--- src/rtl/rmv_pkg.sv ---
// ----------------------------------------------------------------------------
// Running mean and variance: shared package
// Field widths, internal arithmetic widths, types and the sequencer states.
// ----------------------------------------------------------------------------
package rmv_pkg;

  // Lanes per sample vector (one port per element)
  localparam int LANES  = 3;

  // Field widths
  localparam int SMP_W  = 16;   // signed sample
  localparam int FRAC_W = 16;   // fractional bits of the means
  localparam int MEAN_W = 32;   // signed Q16.16 mean
  localparam int SQM_W  = 48;   // unsigned Q32.16 mean of squares
  localparam int VAR_W  = 46;   // unsigned Q30.16 variance
  localparam int CNT_W  = 32;   // saturating sample count

  // Divider widths
  localparam int NUM_W  = SQM_W + 1;          // signed difference
  localparam int MAG_W  = SQM_W;              // difference magnitude
  localparam int DEN_W  = CNT_W + 1;          // count + 1
  localparam int DIV_CNT_W = $clog2(MAG_W + 1);

  // Squarer step counter
  localparam int SQR_CNT_W = $clog2(MEAN_W + 1);

  typedef logic signed [SMP_W-1:0]  smp_t;
  typedef logic signed [MEAN_W-1:0] mean_t;
  typedef logic [SQM_W-1:0]         sqm_t;
  typedef logic [VAR_W-1:0]         var_t;
  typedef logic [CNT_W-1:0]         cnt_t;
  typedef logic signed [NUM_W-1:0]  num_t;
  typedef logic [DEN_W-1:0]         den_t;

  // Sequencer states
  typedef enum logic [2:0] {
    ST_IDLE,
    ST_PREP,
    ST_DLOAD,
    ST_DIV,
    ST_UPD,
    ST_SLOAD,
    ST_SQR,
    ST_DONE
  } state_e;

  // Sequencer controls to the datapath
  typedef struct packed {
    logic in_ready;
    logic prep_en;
    logic div_start;
    logic upd_en;
    logic sqr_start;
    logic out_load;
  } seq_ctl_t;

endpackage

--- src/rtl/rmv_div.sv ---
// ----------------------------------------------------------------------------
// Running mean and variance: serial divider
// Signed dividend by unsigned divisor, one quotient bit per cycle (restoring),
// quotient truncated toward zero.
// ----------------------------------------------------------------------------
module rmv_div (
  input  logic         clk_i,
  input  logic         rst_ni,
  input  logic         start_i,
  input  rmv_pkg::num_t num_i,
  input  rmv_pkg::den_t den_i,
  output logic         busy_o,
  output rmv_pkg::num_t quo_o
);

  logic [rmv_pkg::MAG_W-1:0]     dvd_q, dvd_d;
  logic [rmv_pkg::DEN_W-1:0]     rem_q, rem_d;
  rmv_pkg::den_t                 den_q, den_d;
  logic                          neg_q, neg_d;
  logic [rmv_pkg::DIV_CNT_W-1:0] cnt_q, cnt_d;

  logic [rmv_pkg::NUM_W-1:0] num_mag;
  logic [rmv_pkg::DEN_W:0]   trial;
  logic [rmv_pkg::DEN_W:0]   trial_sub;
  logic [rmv_pkg::NUM_W-1:0] quo_mag;

  // Step logic: shift one dividend bit into the partial remainder
  always_comb begin
    num_mag   = num_i[rmv_pkg::NUM_W-1] ? (~num_i + rmv_pkg::NUM_W'(1)) : num_i;
    trial     = {rem_q, dvd_q[rmv_pkg::MAG_W-1]};
    trial_sub = trial - {1'b0, den_q};

    dvd_d = dvd_q;
    rem_d = rem_q;
    den_d = den_q;
    neg_d = neg_q;
    cnt_d = cnt_q;

    if (start_i) begin
      dvd_d = num_mag[rmv_pkg::MAG_W-1:0];
      rem_d = '0;
      den_d = den_i;
      neg_d = num_i[rmv_pkg::NUM_W-1];
      cnt_d = rmv_pkg::DIV_CNT_W'(rmv_pkg::MAG_W);
    end else if (cnt_q != '0) begin
      if (trial >= {1'b0, den_q}) begin
        rem_d = trial_sub[rmv_pkg::DEN_W-1:0];
        dvd_d = {dvd_q[rmv_pkg::MAG_W-2:0], 1'b1};
      end else begin
        rem_d = trial[rmv_pkg::DEN_W-1:0];
        dvd_d = {dvd_q[rmv_pkg::MAG_W-2:0], 1'b0};
      end
      cnt_d = cnt_q - rmv_pkg::DIV_CNT_W'(1);
    end
  end

  // Step counter
  always_ff @(posedge clk_i or negedge rst_ni) begin
    if (!rst_ni) begin
      cnt_q <= '0;
    end else begin
      cnt_q <= cnt_d;
    end
  end

  // Datapath shift registers
  always_ff @(posedge clk_i) begin
    dvd_q <= dvd_d;
    rem_q <= rem_d;
    den_q <= den_d;
    neg_q <= neg_d;
  end

  // Reapply the sign to the quotient magnitude
  assign quo_mag = {1'b0, dvd_q};
  assign quo_o   = neg_q ? (~quo_mag + rmv_pkg::NUM_W'(1)) : quo_mag;
  assign busy_o  = (cnt_q != '0);

endmodule

--- config.mk ---
export PLATFORM = sky130hd
export DESIGN_NAME = rmv_div
export DESIGN_NICKNAME = d
export VERILOG_FILES = /design/src/rtl/rmv_pkg.sv /design/src/rtl/rmv_div.sv
export SDC_FILE = /design/constraint.sdc
export NUM_CORES = 1
export LEC_CHECK = 0
export ABC_AREA = 1
export BUFFER_PORTS_ARGS = -buffer_cell sky130_fd_sc_hd__buf_2
export CAP_MARGIN = 20
export CORE_MARGIN = 2
export CORE_UTILIZATION = 55
export CTS_BUF_LIST = sky130_fd_sc_hd__clkbuf_2
export CTS_CLUSTER_DIAMETER = 60
export CTS_CLUSTER_SIZE = 10
export DETAILED_ROUTE_END_ITERATION = 6
export GPL_TIMING_DRIVEN = 0
export PLACE_DENSITY = 0.87
export SKIP_CTS_REPAIR_TIMING = 1
export SLEW_MARGIN = 0
export SYNTH_ARGS = -nofsm -noshare
export SYNTH_HDL_FRONTEND = slang
export SYNTH_SLANG_ARGS = --single-unit
export TNS_END_PERCENT = 10
--- constraint.sdc ---
create_clock -name clk_i -period 3.39 [get_ports clk_i]
set_input_delay 0.678 -clock clk_i [delete_from_list [all_inputs] [get_ports clk_i]]
set_output_delay 0.678 -clock clk_i [all_outputs]
set_load 0.005 [all_outputs]
==> summary.txt <==
YOSYS
----------------------------------------------------------------------------------------
Count of flip-flops with a built-in enable after synthesis                            82
Adder-cell area share of the yosys netlist                                        0.0437
Post-synthesis area per instance                                                6.27 um2
Synth Area in Simple Gates                                                         0.398
Xor and xnor fraction of the mapped netlist area                                  0.0667
Synth Register Bits                                                                  121
Multiplexer area fraction after synthesis                                              0
Top area cells in the synthesized netlist                                   edfxtp_1, nand2_1, inv_1
Number of warning messages in the yosys log                                            0
Post-Syn Area                                                                 10,800 um2
Yosys top cell area share                                                          0.229
Library cell occupying the most area in the post-synthesis netlist              edfxtp_1
Sequential element share of the synthesized area                                   0.304
Count of different cell masters after synthesis                                       43
Instance count of the mapped netlist                                               1,717
Most common flop cell mapped by yosys                                           edfxtp_1
Main combinational cell family by area after synthesis                      simple AND/OR/NAND/NOR gates
Ys async rst share                                                                0.0496
Synthesized-area fraction occupied by ao, oa, aoi and oai cells                   0.0688
Number of nets in the synthesized netlist                                          1,839

POWER AND IR DROP
----------------------------------------------------------------------------------------
Proportion of total power due to net switching                                     0.494
Static leakage                                                                   6.33 nW
Total power per unit cell area                                                590 nW/um2
Comb pwr share                                                                     0.567
Internal power summed over all cells                                             3.72 mW
Post-layout total power                                                          7.35 mW
Fraction of power consumed by sequential logic                                     0.290
Proportion of power drawn by the clock network                                     0.143
Net switching component of the power                                             3.63 mW
Worst vdd ir                                                                    0.283 mV

FLOW RUN
----------------------------------------------------------------------------------------
Number of maximum-capacitance violations                                               0

GLOBAL ROUTE
----------------------------------------------------------------------------------------
GRT busiest layer                                                                   met2
Maximum number of pins on one net before global-route repair                          40
Aggregate global-route resource usage                                              0.359
Residual overflow from global routing                                                  0
Met1 track demand over resource in global routing                                  0.387
Number of global-route vias before repair                                         11,400
Number of antenna violations at the first check in global routing                      1
GR Util met2                                                                       0.634
Wire length of the first global-routing pass                                   56,800 um
Met3 usage                                                                        0.0716

ROUTE
----------------------------------------------------------------------------------------
Number of nets still failing antenna checks after routing                              0
Final wirelength                                                               38,200 um
DR DRC count                                                                           0
Mean routed wirelength per cell                                                  17.5 um
Pre-antenna DRT Iters                                                                  6
Violation count after the first detailed-route iteration                           1,219
Number of vias per cell after detailed routing                                      5.52
Total via count in the routed design                                              12,000

SETUP PATH
----------------------------------------------------------------------------------------
Crit path launch                                                                dvd_q[6]
Worst path required time                                                         2.71 ns
Slowest-stage cell, CP                                                          edfxtp_1
CP endpoint kind                                                            primary output
Count of buffering cells on the critical path with inverters included                  2
Start of the worst register-to-register path                                   dvd_q[47]
Worst stage delay on the critical path                                           0.57 ns
Worst Setup Path Type                                                       flop to primary output
Critical-path cell list                                                     nor2_4 > nand2_2 > nor2_4 > nand4_1 > inv_1 > nand4_1 > o21ai_2 > xor2_1 > buf_2
Worst-path maximum fanout                                                              4
Category of cells accounting for the largest share of critical-path delay   simple AND/OR/NAND/NOR gates
Arrival time at the worst endpoint                                               2.95 ns
Reg-to-reg slack, setup                                                          0.71 ns
Type of element launching the critical path                                         flop

CELLS AND AREA
----------------------------------------------------------------------------------------
Final Core Density                                                                 0.644
Most frequent cells in the layout                                           nand2_1, inv_1, nor2_1, nand3_1, buf_2
Share of final-layout standard cells stronger than drive strength 1                0.144
Filler cell count                                                                  1,832
Number of standard cells in the layout, taps in and fillers out                    2,181
Final-stage net count                                                              2,024
Commonest non-fill, non-tap cell in the layout                                   nand2_1
Design area                                                                   12,500 um2
Synth-to-Final Area Change                                                         15.7%

STA
----------------------------------------------------------------------------------------
Clock Skew                                                                     0.0464 ns
Worst slew margin                                                                  0.393
PnR worst setup slack                                                          -0.233 ns
Final number of setup-violating endpoints                                             23
Clock period minus worst slack                                                   3.62 ns
Hold violation count in the final report                                               0
Max-slew violations                                                                    0
Final worst hold slack                                                         0.0338 ns
Achievable Freq                                                                  276 MHz
Actual slew at the worst max-slew pin                                           0.910 ns
Setup repair after global routing missed its margin                                  yes
Aggregate negative setup slack                                                  -2.31 ns
Share of the clock period used by the worst path after layout                       1.07

CLOCK TREE
----------------------------------------------------------------------------------------
H-Tree Level Count                                                                     4
Clock insertion delay at the later pin of the skew report                        0.79 ns
Clock buffer count from CTS                                                           17
Clk sinks                                                                            121
Max clock buf depth                                                                    2
Clk Tree Root Cell                                                              clkbuf_2
CTS tree                                                                            done
Clock slew at the register clock pins of the worst setup and hold paths          0.27 ns

FLOORPLAN
----------------------------------------------------------------------------------------
Die Outline Area                                                              20,700 um2
Core area                                                                     19,300 um2
Initial Utilization                                                                0.557
Die extent in y                                                                   144 um
I/O Pins                                                                             135
# rows                                                                                51
X dimension of the die                                                            144 um

PLACED DESIGN
----------------------------------------------------------------------------------------
Count of buffers inserted at the top-level ports                                     134
Detailed-placement wirelength estimate                                         29,900 um
Cell count after placement                                                         2,117
Setup Slack @ Placement                                                         0.110 ns
Cell Area, Placed                                                             11,800 um2
Final weighted congestion in routability-driven placement                          0.998

STATUS
----------------------------------------------------------------------------------------
Run status                                                                  complete, but fails checks
Violated checks                                                             negative setup slack

HOLD PATH
----------------------------------------------------------------------------------------
HP Start                                                                        den_i[9]
Class of the worst hold path                                                input port to flop

-- power by group through the flow --
| stage | sequential, mW | clock (mW) | combinational, mW |
|---|---|---|---|
| global route | 2.16 | 1.10 | 4.65 |
| global placement | 2.14 | 0 | 3.84 |
| CTS | 2.12 | 1.04 | 3.93 |
| detailed placement | 2.15 | 0 | 3.90 |
| floorplan | 2.09 | 0 | 2.88 |
| finish | 2.13 | 1.05 | 4.17 |
-- layer usage --
| metal | vias up | share of wire |
|---|---|---|
| met5 | - | 0 |
| met4 | 0 | 0.071 |
| met3 | 175 | 0.077 |
| met2 | 655 | 0.49 |
| met1 | 5433 | 0.36 |
| li1 | 5781 | - |
-- Yosys cell counts, types with 5 or more instances --
| library cell | instances |
|---|---|
| nand2_1 | 553 |
| o21ai_1 | 15 |
| buf_2 | 6 |
| inv_1 | 289 |
| o21ai_0 | 67 |
| nand4_1 | 29 |
| dfrtp_1 | 6 |
| nand3b_1 | 22 |
| nand3_1 | 153 |
| a21oi_1 | 24 |
| clkbuf_1 | 22 |
| a31oi_1 | 15 |
| dfxtp_1 | 33 |
| buf_1 | 7 |
| xnor2_1 | 19 |
| edfxtp_1 | 82 |
| nor3_1 | 19 |
| and2_1 | 6 |
| xor2_1 | 63 |
| nor2_2 | 5 |
| ha_1 | 36 |
| nor2_1 | 205 |
-- worst register-to-register path, stage by stage, from the launching register on --
cell and delay, ns:
edfxtp_1 0.47, inv_1 0.17, ha_1 0.17, inv_1 0.09
fa_1 0.45, nand3_1 0.13, nand3_2 0.14, nand2_1 0.11
nand2_1 0.10, nand2_4 0.14, buf_2 0.29, nand3b_1 0.12
nand3_1 0.10, nand2_1 0.07
-- state kept, by name, indices dropped and copies added, names as in the netlist --
signal	count
cnt_q	6
den_q	33
dvd_q	48
neg_q	1
rem_q	33
-- path summary, 6_finish.rpt --
check	end	depth (start not counted)
setup / recovery	quo_o[34]	9
hold / removal	den_q[9]	1
setup reg to reg	rem_q[29]	13
hold reg to reg	rem_q[32]	2
max in group asynchronous	cnt_q[3]	2
min in group asynchronous	cnt_q[0]	2
-- logic make-up (layout without fill, tap and decap cells) --
| kind of cell | count (synthesis) | count (layout) |
|---|---|---|
| other | 0 | 1 |
| and+or+nand+nor | 1010 | 1010 |
| adders and majority gates | 37 | 37 |
| AOI/OAI and AO/OA | 136 | 136 |
| DFF | 121 | 121 |
| buffers and inverters | 331 | 529 |
| xor gates and xnor gates | 82 | 82 |
-- layout make-up --
type	count	area, um2	area share
Inverter	290	1090	0.0874
Buffer	41	200	0.0161
Timing Repair Buffer	166	928	0.0745
Clock inverter	15	173	0.0139
Sequential cell	121	3270	0.263
Clock buffer	17	85.1	0.00683
Tap cell	265	332	0.0266
Multi-Input combinational cell	1265	6370	0.512
Antenna cell	1	2.50	0.000201
(Power assumes the default switching activity.)
